===== src/rtl/sbadpcm_pkg.sv =====
// Shared types, constants and table functions for the sub-band ADPCM encoder.
// Used by every module of the encoder; depends on nothing.
package sbadpcm_pkg;

  localparam int unsigned SampleW = 16;
  localparam int unsigned CodeW   = 8;
  localparam int unsigned QmfTaps = 24;
  localparam int unsigned FifoDepthDefault = 2;

  typedef struct packed {
    logic signed [15:0] xl;
    logic signed [15:0] xh;
  } band_t;

  typedef enum logic [2:0] {
    FR_IDLE, FR_MAC, FR_SUM, FR_PUSH
  } front_state_e;

  typedef enum logic [3:0] {
    BK_IDLE, BK_LSEARCH, BK_LQUANT, BK_LPRED, BK_HQUANT, BK_HPRED, BK_OUT
  } back_state_e;

  function automatic logic signed [15:0] qmf_tap(input logic [4:0] i);
    unique case (i)
      5'd0, 5'd23: return 16'sd6;
      5'd1, 5'd2, 5'd21, 5'd22: return -16'sd22;
      5'd3, 5'd20: return 16'sd106;
      5'd4, 5'd19: return 16'sd24;
      5'd5, 5'd18: return -16'sd312;
      5'd6, 5'd17: return 16'sd64;
      5'd7, 5'd16: return 16'sd724;
      5'd8, 5'd15: return -16'sd420;
      5'd9, 5'd14: return -16'sd1610;
      5'd10, 5'd13: return 16'sd1902;
      5'd11, 5'd12: return 16'sd7752;
      default: return 16'sd0;
    endcase
  endfunction

  function automatic logic [11:0] lo_thresh(input logic [4:0] m);
    logic [11:0] t [32];
    t = '{12'd0, 12'd35, 12'd72, 12'd110, 12'd150, 12'd190, 12'd233, 12'd276, 12'd323,
          12'd370, 12'd422, 12'd473, 12'd530, 12'd587, 12'd650, 12'd714, 12'd786, 12'd858,
          12'd940, 12'd1023, 12'd1121, 12'd1219, 12'd1339, 12'd1458, 12'd1612, 12'd1765,
          12'd1980, 12'd2195, 12'd2557, 12'd2919, 12'd0, 12'd0};
    return t[m];
  endfunction

  function automatic logic [5:0] lo_code(input logic pos, input logic [4:0] m);
    logic [5:0] c;
    c = 6'd0;
    if (m != 5'd0 && m != 5'd31) begin
      if (pos) c = 6'd62 - 6'(m);
      else if (m == 5'd1) c = 6'd63;
      else if (m == 5'd2) c = 6'd62;
      else c = 6'd34 - 6'(m);
    end
    return c;
  endfunction

  function automatic logic [2:0] lo_mag4(input logic [3:0] r);
    return r[3] ? 3'(4'd15 - r) : 3'(4'd8 - r);
  endfunction

  function automatic logic [11:0] lo_recon4(input logic [2:0] i);
    logic [11:0] t [8];
    t = '{12'd0, 12'd150, 12'd323, 12'd530, 12'd786, 12'd1121, 12'd1612, 12'd2557};
    return t[i];
  endfunction

  function automatic logic signed [12:0] lo_logstep(input logic [2:0] i);
    logic signed [12:0] t [8];
    t = '{-13'sd60, -13'sd30, 13'sd58, 13'sd172, 13'sd334, 13'sd538, 13'sd1198, 13'sd3042};
    return t[i];
  endfunction

  function automatic logic [11:0] pow2_frac(input logic [4:0] i);
    logic [11:0] t [32];
    t = '{12'd2048, 12'd2093, 12'd2139, 12'd2186, 12'd2233, 12'd2282, 12'd2332, 12'd2383,
          12'd2435, 12'd2489, 12'd2543, 12'd2599, 12'd2656, 12'd2714, 12'd2774, 12'd2834,
          12'd2896, 12'd2960, 12'd3025, 12'd3091, 12'd3158, 12'd3228, 12'd3298, 12'd3371,
          12'd3444, 12'd3520, 12'd3597, 12'd3676, 12'd3756, 12'd3838, 12'd3922, 12'd4008};
    return t[i];
  endfunction

  function automatic logic signed [15:0] sat16(input logic signed [17:0] v);
    if (v > 18'sd32767) return 16'sd32767;
    if (v < -18'sd32768) return -16'sd32768;
    return v[15:0];
  endfunction

  function automatic logic signed [15:0] mulq15(input logic signed [15:0] a,
                                                input logic signed [15:0] b);
    logic signed [31:0] p;
    p = a * b;
    return p[30:15];
  endfunction

  function automatic logic signed [15:0] scale_from_index(input logic [9:0] k);
    logic [4:0]  s;
    logic [31:0] v;
    s = k[9:5];
    v = {20'd0, pow2_frac(k[4:0])};
    if (s <= 5'd10) v = v >> (5'd10 - s);
    else v = v << (s - 5'd10);
    v = v << 2;
    return (v > 32'd32767) ? 16'sd32767 : v[15:0];
  endfunction

endpackage


===== src/rtl/sbadpcm_fifo.sv =====
// Small queue of band samples between QMF front end and ADPCM back end.
// Depends on sbadpcm_pkg.
module sbadpcm_fifo #(
  parameter int unsigned Depth = sbadpcm_pkg::FifoDepthDefault
) (
  input  logic               clk_i,
  input  logic               rst_ni,
  input  logic               push_i,
  input  sbadpcm_pkg::band_t wdata_i,
  output logic               full_o,
  input  logic               pop_i,
  output logic               empty_o,
  output sbadpcm_pkg::band_t rdata_o
);
  import sbadpcm_pkg::*;
  localparam int unsigned AW = (Depth > 1) ? $clog2(Depth) : 1;

  band_t          mem_q [Depth];
  logic [AW-1:0]  wp_q, rp_q;
  logic [AW:0]    cnt_q;

  assign full_o  = cnt_q == (AW+1)'(Depth);
  assign empty_o = cnt_q == '0;
  assign rdata_o = mem_q[rp_q];

  always_ff @(posedge clk_i) begin
    if (push_i) mem_q[wp_q] <= wdata_i;
  end

  always_ff @(posedge clk_i or negedge rst_ni) begin
    if (!rst_ni) begin
      wp_q <= '0; rp_q <= '0; cnt_q <= '0;
    end else begin
      if (push_i) wp_q <= (wp_q == AW'(Depth - 1)) ? '0 : wp_q + 1'b1;
      if (pop_i)  rp_q <= (rp_q == AW'(Depth - 1)) ? '0 : rp_q + 1'b1;
      cnt_q <= cnt_q + (AW+1)'(push_i) - (AW+1)'(pop_i);
    end
  end

  a_no_overflow: assert property (@(posedge clk_i) disable iff (!rst_ni)
    push_i |-> !full_o) else $error("fifo overflow");
  a_no_underflow: assert property (@(posedge clk_i) disable iff (!rst_ni)
    pop_i |-> !empty_o) else $error("fifo underflow");
  a_count_bound: assert property (@(posedge clk_i) disable iff (!rst_ni)
    cnt_q <= (AW+1)'(Depth)) else $error("fifo count out of range");
endmodule


===== config.mk =====
export PLATFORM = sky130hd
export DESIGN_NAME = sbadpcm_fifo
export DESIGN_NICKNAME = d
export VERILOG_FILES = /design/src/rtl/sbadpcm_pkg.sv /design/src/rtl/sbadpcm_fifo.sv
export SDC_FILE = /design/constraint.sdc
export NUM_CORES = 1
export LEC_CHECK = 0
export BUFFER_PORTS_ARGS = -buffer_cell sky130_fd_sc_hd__clkbuf_2
export CORE_ASPECT_RATIO = 0.75
export CORE_MARGIN = 1
export CORE_UTILIZATION = 45
export DETAILED_ROUTE_END_ITERATION = 10
export GPL_ROUTABILITY_DRIVEN = 1
export PLACE_DENSITY = 0.73
export SLEW_MARGIN = 20
export SYNTH_ARGS = -nofsm -noshare
export SYNTH_HDL_FRONTEND = slang
export SYNTH_SLANG_ARGS = --single-unit
export TNS_END_PERCENT = 5

===== constraint.sdc =====
create_clock -name clk_i -period 2.65 [get_ports clk_i]
set_input_delay 0.53 -clock clk_i [delete_from_list [all_inputs] [get_ports clk_i]]
set_output_delay 0.53 -clock clk_i [all_outputs]
set_load 0.05 [all_outputs]

==> qor.tcl <==
set qor(hold_path_class) {input pin to flip-flop}
set qor(finalWeightedCongestion) 0.699
set qor(port_buffers) 69
set qor(placed_cells) 258
set qor(synth_largest_area_cell) {sky130_fd_sc_hd__edfxtp_1}
set qor(power.switching_fraction) 0.408
set qor(synth_enable_flop_cells) 64
set qor(final_slew_violations) 0
set qor(cts.root.buffer_cell) {sky130_fd_sc_hd__clkbuf_8}
set qor(floorplan.initialDensity) 0.481
set qor(hpwl_after_detailed_placement_um) 2780
set qor(grt_setup_unrepaired) {false}
set qor(cts_max_level) 3
set qor(end_kind) {primary output}
set qor(worstMarginPinSlew_ns) 0.535
set qor(post_cts_buffers) 0
set qor(cts-hold-fix-buffers) 1
set qor(timing.max_cap.violations) 0
set qor(worst_clock_skew_ns) 0.00592
set qor(cell_types_with_the_largest_area_share_after_synthesis) {sky130_fd_sc_hd__edfxtp_1, sky130_fd_sc_hd__mux2_4, sky130_fd_sc_hd__dfrtp_1}
set qor(die_h_um) 68.6
set qor(report.final.setup_viol) 0
set qor(leading_post_synthesis_cells_by_instance_count) {sky130_fd_sc_hd__edfxtp_1, sky130_fd_sc_hd__mux2_4, sky130_fd_sc_hd__dfrtp_1}
set qor(remaining_drc_errors) 0
set qor(cts_num_sinks) 68
set qor(ioPinCount) 70
set qor(register_share_of_total_power) 0.397
set qor(timing.critical_path.arrival_ns) 1.84
set qor(clock_tree_from_tritoncts) {done}
set qor(first_global_vias) 1325
set qor(route.antenna.remaining_nets) 0
set qor(clkTransAtPathRegs_ns) 0.07
set qor(share_comb_of_total_power) 0.438
set qor(detail_route.wl_per_cell_um) 15.0
set qor(finalWorstPathRequiredPeriod_ns) 2.37
set qor(synth-warning-count) 0
set qor(synth-async-reset-ratio) 0.0588
set qor(core-area_um2) 5530
set qor(worst_ep_required_time_ns) 2.12
set qor(totalWireLength_um) 4110
set qor(rows) 23
set qor(synth_seq_area_share) 0.760
set qor(first_pass_grt_wire_length_um) 6390
set qor(synth_most_common_cell) {sky130_fd_sc_hd__edfxtp_1}
set qor(totalPowerFinal_mw) 3.96
set qor(synth_cells) 115
set qor(num_vias) 1282
set qor(drt-pass1-iter-count) 4
set qor(power.leakage_nw) 1.35
set qor(fin_util) 0.584
set qor(grt_use_total) 0.143
set qor(hold_viol_final) 0
set qor(maxSlewHeadroom) 0.643
set qor(number_of_buffers_created_by_cts) 9
set qor(globalRoute.totalOverflow) 0
set qor(netSwitchingPower_mw) 1.61
set qor(syn_to_final_growth_pct) 21.4
set qor(clk_latency_ns) 0.32
set qor(pwr-share-clk) 0.165
set qor(hold-worst-slack_ns) 0.392
set qor(outcome) {finished, final reports clean}
set qor(synth_top_cell_area_share) 0.723
set qor(critical_path_peak_fanout) 17
set qor(avgViaCountPerCell) 4.70
set qor(drive_gt1_frac) 0.596
set qor(post-route-period-util) 0.896
set qor(max_vdd_drop_v) 0.000928
set qor(drt_iter0_markers) 35
set qor(die-width_um) 90.8
set qor(grt_antenna_before_repair) 0
set qor(critPathKind) {flip-flop to primary output}
set qor(powerDensity_nw_per_um2) 1230
set qor(final_nets) 233
set qor(instances_no_fill) 273
set qor(tns_ns) 0
set qor(synth_cell_types) 13
set qor(die_area_um2) 6220
set qor(synth_nets) 153
set qor(crit_path_start_kind) {flip-flop}
set qor(antenna_cells) 0
set qor(cts-root-to-sink-buffers) 2
set qor(ys_ff_latch) 68
set qor(grt_start_max_net_pins) 33
set qor(synth_flop_cell) {sky130_fd_sc_hd__edfxtp_1}
set qor(syn-mean-instance-area_um2) 23.1
set qor(synthesis.area_um2) 2660
set qor(maxClockFrequency_mhz) 421
set qor(power_report.internal_total_mw) 2.34
set qor(post_cts_resize_count) 0
==> power by group through the flow <==
stage	Combinational (mW)	Sequential (mW)	Clock, mW
6_report	1.73	1.57	0.654
5_1_grt	1.81	1.59	0.720
4_1_cts	1.75	1.57	0.673
3_5_place_dp	1.75	1.59	0
3_3_place_gp	1.73	1.58	0
2_1_floorplan	1.57	1.51	0
==> final timing paths <==
kind / from / end / slack, ns / depth (start not counted)
max in group asynchronous: rst_ni / rp_q / 1.98 / 2
max: rp_q / rdata_o[0] / 0.28 / 3
max reg2reg: wp_q / mem_q[1][13] / 1.35 / 2
min in group asynchronous: rst_ni / cnt_q[0] / 0.54 / 2
min reg2reg: wp_q / wp_q / 0.53 / 1
min: wdata_i[27] / mem_q[1][27] / 0.39 / 1
==> critical path, stage by stage, from the launching register on <==
cell                       delay [ns]
sky130_fd_sc_hd__dfrtp_2         0.71
sky130_fd_sc_hd__buf_12          0.25
sky130_fd_sc_hd__mux2_4          0.32
sky130_fd_sc_hd__clkbuf_2        0.24
==> layout make-up <==
class / instances / area (µm²)
inverters: 2 / 7.51
clock inverters: 4 / 18.8
repair buffers: 73 / 390
fillers: 437 / 2300
clock buffers: 10 / 128
flip-flops and latches: 68 / 2020
multi-input cells: 41 / 566
well taps: 75 / 93.8
==> cell usage in the layout (no fill, tap or decap) <==
master                           n
sky130_fd_sc_hd__xor3_1          1
sky130_fd_sc_hd__dfrtp_2         1
sky130_fd_sc_hd__nor2b_4         1
sky130_fd_sc_hd__xor2_1          2
sky130_fd_sc_hd__ha_1            2
sky130_fd_sc_hd__and2_1          1
sky130_fd_sc_hd__mux2_2          3
sky130_fd_sc_hd__inv_1           2
sky130_fd_sc_hd__clkinv_2        3
sky130_fd_sc_hd__dfrtp_1         3
sky130_fd_sc_hd__mux2_4         29
sky130_fd_sc_hd__nor2b_1         1
sky130_fd_sc_hd__clkbuf_8        9
sky130_fd_sc_hd__clkbuf_2       69
sky130_fd_sc_hd__buf_4           2
sky130_fd_sc_hd__edfxtp_1       64
sky130_fd_sc_hd__nor2_1          1
sky130_fd_sc_hd__dlygate4sd3_1   1
sky130_fd_sc_hd__buf_12          1
sky130_fd_sc_hd__clkinv_1        1
sky130_fd_sc_hd__clkbuf_1        1
==> sequential cells by signal, summed over array words and instances, names as in the netlist <==
signal	count
cnt_q	2
wp_q	1
mem_q	64
rp_q	1
==> routing by layer <==
metal,vias to the layer above,part of all wire,global-route usage
met4,0,0.0056,0.0484
met5,-,0,0
met2,53,0.47,0.242
li1,604,-,-
met1,621,0.44,0.156
met3,4,0.085,0.0789
==> cells by family (layout without fill, tap and decap cells) <==
| logic type | count (synthesis) | count (layout) | share of synthesized area |
|---|---|---|---|
| xor gates and xnor gates | 3 | 3 | 0.0155 |
| adders and majority gates | 2 | 2 | 0.00941 |
| buffers and inverters | 6 | 89 | 0.0296 |
| DFF | 68 | 68 | 0.760 |
| muxes | 32 | 32 | 0.176 |
| and+or+nand+nor | 4 | 4 | 0.00847 |
==> per-stage QoR <==
stage                     instance area (µm²)  worst slack [ns]
after floorplan                          2660             0.248
after global placement                   3070             0.616
after detailed placement                 3070             0.603
after CTS                                3230             0.240
after global routing                     3230             0.178
final                                    3230             0.276
No activity file was read; power rests on OpenSTA's default activity.
