<file path="config.mk">
export PLATFORM = sky130hd
export DESIGN_NAME = sbadpcm_qmf
export DESIGN_NICKNAME = d
export VERILOG_FILES = /design/src/rtl/sbadpcm_pkg.sv /design/src/rtl/sbadpcm_qmf.sv
export SDC_FILE = /design/constraint.sdc
export NUM_CORES = 2
export LEC_CHECK = 0
export BUFFER_PORTS_ARGS = -buffer_cell sky130_fd_sc_hd__clkbuf_2
export CAP_MARGIN = 20
export CORE_MARGIN = 2
export CORE_UTILIZATION = 35
export CTS_CLUSTER_DIAMETER = 120
export DETAILED_ROUTE_END_ITERATION = 10
export PLACE_DENSITY_LB_ADDON = 0.3
export SYNTH_ARGS = -nofsm -noshare
export SYNTH_HDL_FRONTEND = slang
export SYNTH_SLANG_ARGS = --single-unit
</file>
<file path="constraint.sdc">
create_clock -name clk_i -period 28 [get_ports clk_i]
set_clock_uncertainty 0.15 [all_clocks]
set_input_delay 5.6 -clock clk_i [delete_from_list [all_inputs] [get_ports clk_i]]
set_output_delay 5.6 -clock clk_i [all_outputs]
set_load 0.02 [all_outputs]
</file>
<file path="src/rtl/sbadpcm_pkg.sv">
// Shared types, constants and table functions for the sub-band ADPCM encoder.
// Used by every module of the encoder; depends on nothing.
package sbadpcm_pkg;

  localparam int unsigned SampleW = 16;
  localparam int unsigned CodeW   = 8;
  localparam int unsigned QmfTaps = 24;
  localparam int unsigned FifoDepthDefault = 2;

  typedef struct packed {
    logic signed [15:0] xl;
    logic signed [15:0] xh;
  } band_t;

  typedef enum logic [2:0] {
    FR_IDLE, FR_MAC, FR_SUM, FR_PUSH
  } front_state_e;

  typedef enum logic [3:0] {
    BK_IDLE, BK_LSEARCH, BK_LQUANT, BK_LPRED, BK_HQUANT, BK_HPRED, BK_OUT
  } back_state_e;

  function automatic logic signed [15:0] qmf_tap(input logic [4:0] i);
    unique case (i)
      5'd0, 5'd23: return 16'sd6;
      5'd1, 5'd2, 5'd21, 5'd22: return -16'sd22;
      5'd3, 5'd20: return 16'sd106;
      5'd4, 5'd19: return 16'sd24;
      5'd5, 5'd18: return -16'sd312;
      5'd6, 5'd17: return 16'sd64;
      5'd7, 5'd16: return 16'sd724;
      5'd8, 5'd15: return -16'sd420;
      5'd9, 5'd14: return -16'sd1610;
      5'd10, 5'd13: return 16'sd1902;
      5'd11, 5'd12: return 16'sd7752;
      default: return 16'sd0;
    endcase
  endfunction

  function automatic logic [11:0] lo_thresh(input logic [4:0] m);
    logic [11:0] t [32];
    t = '{12'd0, 12'd35, 12'd72, 12'd110, 12'd150, 12'd190, 12'd233, 12'd276, 12'd323,
          12'd370, 12'd422, 12'd473, 12'd530, 12'd587, 12'd650, 12'd714, 12'd786, 12'd858,
          12'd940, 12'd1023, 12'd1121, 12'd1219, 12'd1339, 12'd1458, 12'd1612, 12'd1765,
          12'd1980, 12'd2195, 12'd2557, 12'd2919, 12'd0, 12'd0};
    return t[m];
  endfunction

  function automatic logic [5:0] lo_code(input logic pos, input logic [4:0] m);
    logic [5:0] c;
    c = 6'd0;
    if (m != 5'd0 && m != 5'd31) begin
      if (pos) c = 6'd62 - 6'(m);
      else if (m == 5'd1) c = 6'd63;
      else if (m == 5'd2) c = 6'd62;
      else c = 6'd34 - 6'(m);
    end
    return c;
  endfunction

  function automatic logic [2:0] lo_mag4(input logic [3:0] r);
    return r[3] ? 3'(4'd15 - r) : 3'(4'd8 - r);
  endfunction

  function automatic logic [11:0] lo_recon4(input logic [2:0] i);
    logic [11:0] t [8];
    t = '{12'd0, 12'd150, 12'd323, 12'd530, 12'd786, 12'd1121, 12'd1612, 12'd2557};
    return t[i];
  endfunction

  function automatic logic signed [12:0] lo_logstep(input logic [2:0] i);
    logic signed [12:0] t [8];
    t = '{-13'sd60, -13'sd30, 13'sd58, 13'sd172, 13'sd334, 13'sd538, 13'sd1198, 13'sd3042};
    return t[i];
  endfunction

  function automatic logic [11:0] pow2_frac(input logic [4:0] i);
    logic [11:0] t [32];
    t = '{12'd2048, 12'd2093, 12'd2139, 12'd2186, 12'd2233, 12'd2282, 12'd2332, 12'd2383,
          12'd2435, 12'd2489, 12'd2543, 12'd2599, 12'd2656, 12'd2714, 12'd2774, 12'd2834,
          12'd2896, 12'd2960, 12'd3025, 12'd3091, 12'd3158, 12'd3228, 12'd3298, 12'd3371,
          12'd3444, 12'd3520, 12'd3597, 12'd3676, 12'd3756, 12'd3838, 12'd3922, 12'd4008};
    return t[i];
  endfunction

  function automatic logic signed [15:0] sat16(input logic signed [17:0] v);
    if (v > 18'sd32767) return 16'sd32767;
    if (v < -18'sd32768) return -16'sd32768;
    return v[15:0];
  endfunction

  function automatic logic signed [15:0] mulq15(input logic signed [15:0] a,
                                                input logic signed [15:0] b);
    logic signed [31:0] p;
    p = a * b;
    return p[30:15];
  endfunction

  function automatic logic signed [15:0] scale_from_index(input logic [9:0] k);
    logic [4:0]  s;
    logic [31:0] v;
    s = k[9:5];
    v = {20'd0, pow2_frac(k[4:0])};
    if (s <= 5'd10) v = v >> (5'd10 - s);
    else v = v << (s - 5'd10);
    v = v << 2;
    return (v > 32'd32767) ? 16'sd32767 : v[15:0];
  endfunction

endpackage

</file>
<file path="src/rtl/sbadpcm_qmf.sv">
// QMF analysis front end: shared MAC over the 24-tap delay line, one tap per cycle.
// Depends on sbadpcm_pkg.
module sbadpcm_qmf (
  input  logic                 clk_i,
  input  logic                 rst_ni,
  input  logic                 in_valid_i,
  output logic                 in_ready_o,
  input  logic signed [15:0]   first_i,
  input  logic signed [15:0]   second_i,
  output logic                 push_o,
  input  logic                 full_i,
  output sbadpcm_pkg::band_t   band_o
);
  import sbadpcm_pkg::*;

  front_state_e       state_q, state_d;
  logic signed [15:0] dl_q [QmfTaps];
  logic [4:0]         idx_q, idx_d;
  logic signed [31:0] even_q, odd_q, even_d, odd_d;
  logic signed [31:0] prod_s;
  logic signed [32:0] sum_s;
  logic signed [31:0] acc_s;
  logic signed [32:0] lo_s, hi_s;
  logic signed [31:0] lo1, hi1;
  logic signed [32:0] lo2, hi2;
  logic signed [31:0] lo3, hi3;
  logic signed [15:0] xl, xh;

  function automatic logic signed [31:0] sat32(input logic signed [32:0] v);
    if (v > 33'sd2147483647) return 32'sh7fffffff;
    if (v < -33'sd2147483648) return 32'sh80000000;
    return v[31:0];
  endfunction

  function automatic logic signed [15:0] clamp15(input logic signed [31:0] v);
    logic signed [15:0] t;
    t = v[31:16];
    if (t > 16'sd16383) t = 16'sd16383;
    if (t < -16'sd16384) t = -16'sd16384;
    return t;
  endfunction

  assign prod_s = qmf_tap(idx_q) * dl_q[idx_q];
  assign acc_s  = idx_q[0] ? odd_q : even_q;
  assign sum_s  = (idx_q < 5'd2) ? 33'(prod_s) : 33'(acc_s) + 33'(prod_s);

  assign lo_s = 33'(even_q) + 33'(odd_q);
  assign hi_s = 33'(even_q) - 33'(odd_q);
  assign lo1  = sat32(lo_s);
  assign hi1  = sat32(hi_s);
  assign lo2  = 33'(lo1) + 33'(lo1);
  assign hi2  = 33'(hi1) + 33'(hi1);
  assign lo3  = sat32(lo2);
  assign hi3  = sat32(hi2);
  assign xl   = clamp15(lo3);
  assign xh   = clamp15(hi3);

  always_comb begin
    state_d    = state_q;
    idx_d      = idx_q;
    even_d     = even_q;
    odd_d      = odd_q;
    in_ready_o = 1'b0;
    push_o     = 1'b0;
    unique case (state_q)
      FR_IDLE: begin
        in_ready_o = 1'b1;
        if (in_valid_i) begin
          state_d = FR_MAC;
          idx_d   = 5'd0;
        end
      end
      FR_MAC: begin
        if (idx_q[0]) odd_d = sat32(sum_s);
        else even_d = sat32(sum_s);
        if (idx_q == 5'(QmfTaps - 1)) state_d = FR_SUM;
        else idx_d = idx_q + 5'd1;
      end
      FR_SUM: state_d = FR_PUSH;
      FR_PUSH: begin
        if (!full_i) begin
          push_o  = 1'b1;
          state_d = FR_IDLE;
        end
      end
      default: state_d = FR_IDLE;
    endcase
  end

  always_ff @(posedge clk_i or negedge rst_ni) begin
    if (!rst_ni) begin
      state_q <= FR_IDLE;
      idx_q   <= '0;
      even_q  <= '0;
      odd_q   <= '0;
      for (int i = 0; i < QmfTaps; i++) dl_q[i] <= '0;
    end else begin
      state_q <= state_d;
      idx_q   <= idx_d;
      even_q  <= even_d;
      odd_q   <= odd_d;
      if (state_q == FR_IDLE && in_valid_i) begin
        dl_q[1] <= first_i;
        dl_q[0] <= second_i;
      end
      if (state_q == FR_SUM) begin
        for (int i = 2; i < QmfTaps; i++) dl_q[i] <= dl_q[i-2];
      end
    end
  end

  always_ff @(posedge clk_i) begin
    if (state_q == FR_SUM) begin
      band_o.xl <= xl;
      band_o.xh <= xh;
    end
  end

  a_push_only_when_room: assert property (@(posedge clk_i) disable iff (!rst_ni)
    push_o |-> !full_i) else $error("push into full queue");
  a_accept_only_idle: assert property (@(posedge clk_i) disable iff (!rst_ni)
    in_ready_o |-> state_q == FR_IDLE) else $error("ready outside idle");
  a_mac_then_sum: assert property (@(posedge clk_i) disable iff (!rst_ni)
    (state_q == FR_MAC && idx_q == 5'(QmfTaps - 1)) |=> state_q == FR_SUM)
    else $error("mac did not finish");
endmodule

</file>
==> reports/results.tsv <==
metric	value	unit
status	finished, final reports clean	
cts_made_buffers	54	
grt_use_met1	22.5	%
core	100000	µm²
cts_setup_buffers	0	
slew_headroom	28.0	%
holdBufCountCts	0	
ys_async_sr_fraction	93.4	%
setup_violations	0	
die-height	323	µm
fillers	9867	
synth_flop_cell	dfrtp_1	
rsz0062_at_grt	no	
syn_nets	3666	
diodes	0	
htree_levels	2	
clkTransAtPathRegs	0.06	ns
die_area	104000	µm²
first_pass_iters	5	
finalInstanceArea	39300	µm²
clock_latency	0.66	ns
max-clock-path-buffers	3	
max_stage_delay	1.03	ns
ys_types	80	
cts_root_buf	clkbuf_16	
overflow	0	
endpoint_kind	register	
worst_slew_pin_slew	1.07	ns
ant_nets	0	
post_dp_cell_area	37400	µm²
crit_fanout	48	
synth_warnings	0	
avgRoutedWirePerCell	17.6	µm
worst_ep_arrival_time	13.47	ns
layout_common_cells	453 x dfrtp_1, 417 x mux2_2, 373 x inv_1	
drt_wl_total	81400	µm
num_io_pins	70	
viasPerCell	5.16	
antenna_found_initial	0	
met3_usage	1.73	%
syn_area_per_cell	11.1	µm²
fmax	75.9	MHz
final_cell_count_no_fill	4615	
portBuffers	69	
grt_max_degree	189	
cts.sinks	487	
whs_path_depth	1	
min_to	dl_q[131]	
hold_viol_final	0	
ys_seq_elements	487	
r2r_slack	14.83	ns
drt_iter0_drc	1529	
cts_tree	built	
grt_pass1_wl	136000	µm
grt_pass1_vias	25000	
rows	116	
r2r_start	idx_q[0]	
cp.required	28.30	ns
layout_commonest_cell	dfrtp_1	
vias	23800	
fin_crit	13.17	ns
finalNetCount	3667	
r2r_cells	36	
synth_cells	3211	
die_x	323	µm
areaGrowthSynthToFinish	10.2	%
cap_violations	0	
min_from	dl_q[163]	
cp_slowest_cell	dfrtp_4	
gp_congestion	0.897	
synth_edf_count	32	
startpoint_type	register	
drive_above_1_share	23.4	%
grt.total_usage	16.1	%
criticalPathCategory	reg -> reg	
dp.cells	4512	
dpl.hpwl	58600	µm
postCtsResizedCells	0	
grt.busiest_layer	met2	
drc	0	
r2r_end	even_q[1]	
initial_core_util	35.4	%
period_share	47.0	%
ys_seq_area_share	34.7	%
final_max_slew_viol_count	0	
worstHoldPathType	reg -> reg	
met2_usage	27.0	%
fin_setup_tns	0	ns
cp_common_cell	fa_1	
syn_area	35600	µm²
## layout make-up
cell class	instances	area (µm²)	share of cell area (%)
sequential	487	12400	31.5
timing repair buffer	107	666	1.70
inverter	375	1410	3.59
multi-input combinational	2187	21200	54.1
tap	1357	1700	4.33
clock inverter	16	209	0.532
clock buffer	86	1670	4.26
## worst max-delay path by stage
stage	startpoint	to	slack, ns	depth (start not counted)
after floorplan	full_i	push_o	16.35	1
after global placement	idx_q[0]	odd_q[1]	14.69	35
after detailed placement	idx_q[0]	even_q[1]	14.52	35
after global routing	idx_q[0]	odd_q[6]	13.89	36
after CTS	idx_q[0]	even_q[1]	14.45	35
final	idx_q[0]	even_q[1]	14.83	36
## synthesized netlist by cell type (all sizes together), types with 49 or more instances
cell	count	area share (%)
a21oi	158	2.2
xnor2	61	1.5
nand2	192	2.0
mux2	417	13
inv	374	3.9
fa	232	13
mux4	112	7.1
o21ai	118	1.7
o22ai	49	0.86
dfrtp	455	32
clkbuf	123	1.3
ha	187	6.6
nor2	221	2.3
## flip-flops by register name, summed over array words and instances, names as in the netlist
signal,count
idx_q,5
state_q,2
even_q,32
odd_q,32
band_o,32
dl_q,384
## worst max-delay path, delay by kind of cell, from the launching register on
kind,cells,cell delay [ns]
flops,1,1.03
fa+ha+maj,8,3.82
xor+xnor,1,0.32
mux,2,1.06
simple gates,8,2.04
buf+inv,7,1.46
compound gates,10,3.00
## routing by layer
metal  wire length (µm)  vias to the layer above
met3               2740                       89
met1              38200                    12200
li1                   -                    11100
met2              39100                      412
met5                  0                        -
met4               1430                        0
## cells by family after synthesis
| logic type | Yosys count | share of synthesized area (%) |
|---|---|---|
| AOI/OAI and AO/OA | 537 | 9.51 |
| DFF | 487 | 34.7 |
| and+or+nand+nor | 605 | 7.72 |
| adders and majority gates | 419 | 19.6 |
| xor gates and xnor gates | 85 | 2.09 |
| buffers and inverters | 537 | 5.76 |
| muxes | 541 | 20.6 |
## through the flow
step / util [%] / hold WS (ns) / setup WS (ns)
3_5_place_dp: 37.2 / 0.342 / 14.52
3_3_place_gp: 37.2 / 0.335 / 14.69
6_report: 39.1 / 0.335 / 14.83
4_1_cts: 39.1 / 0.332 / 14.45
5_1_grt: 39.1 / 0.361 / 13.89
2_1_floorplan: - / 0.325 / 16.35
Power is left out: the tool's default activity adds up to more than one toggle a clock period on the data nets, which glitch-free logic cannot reach.
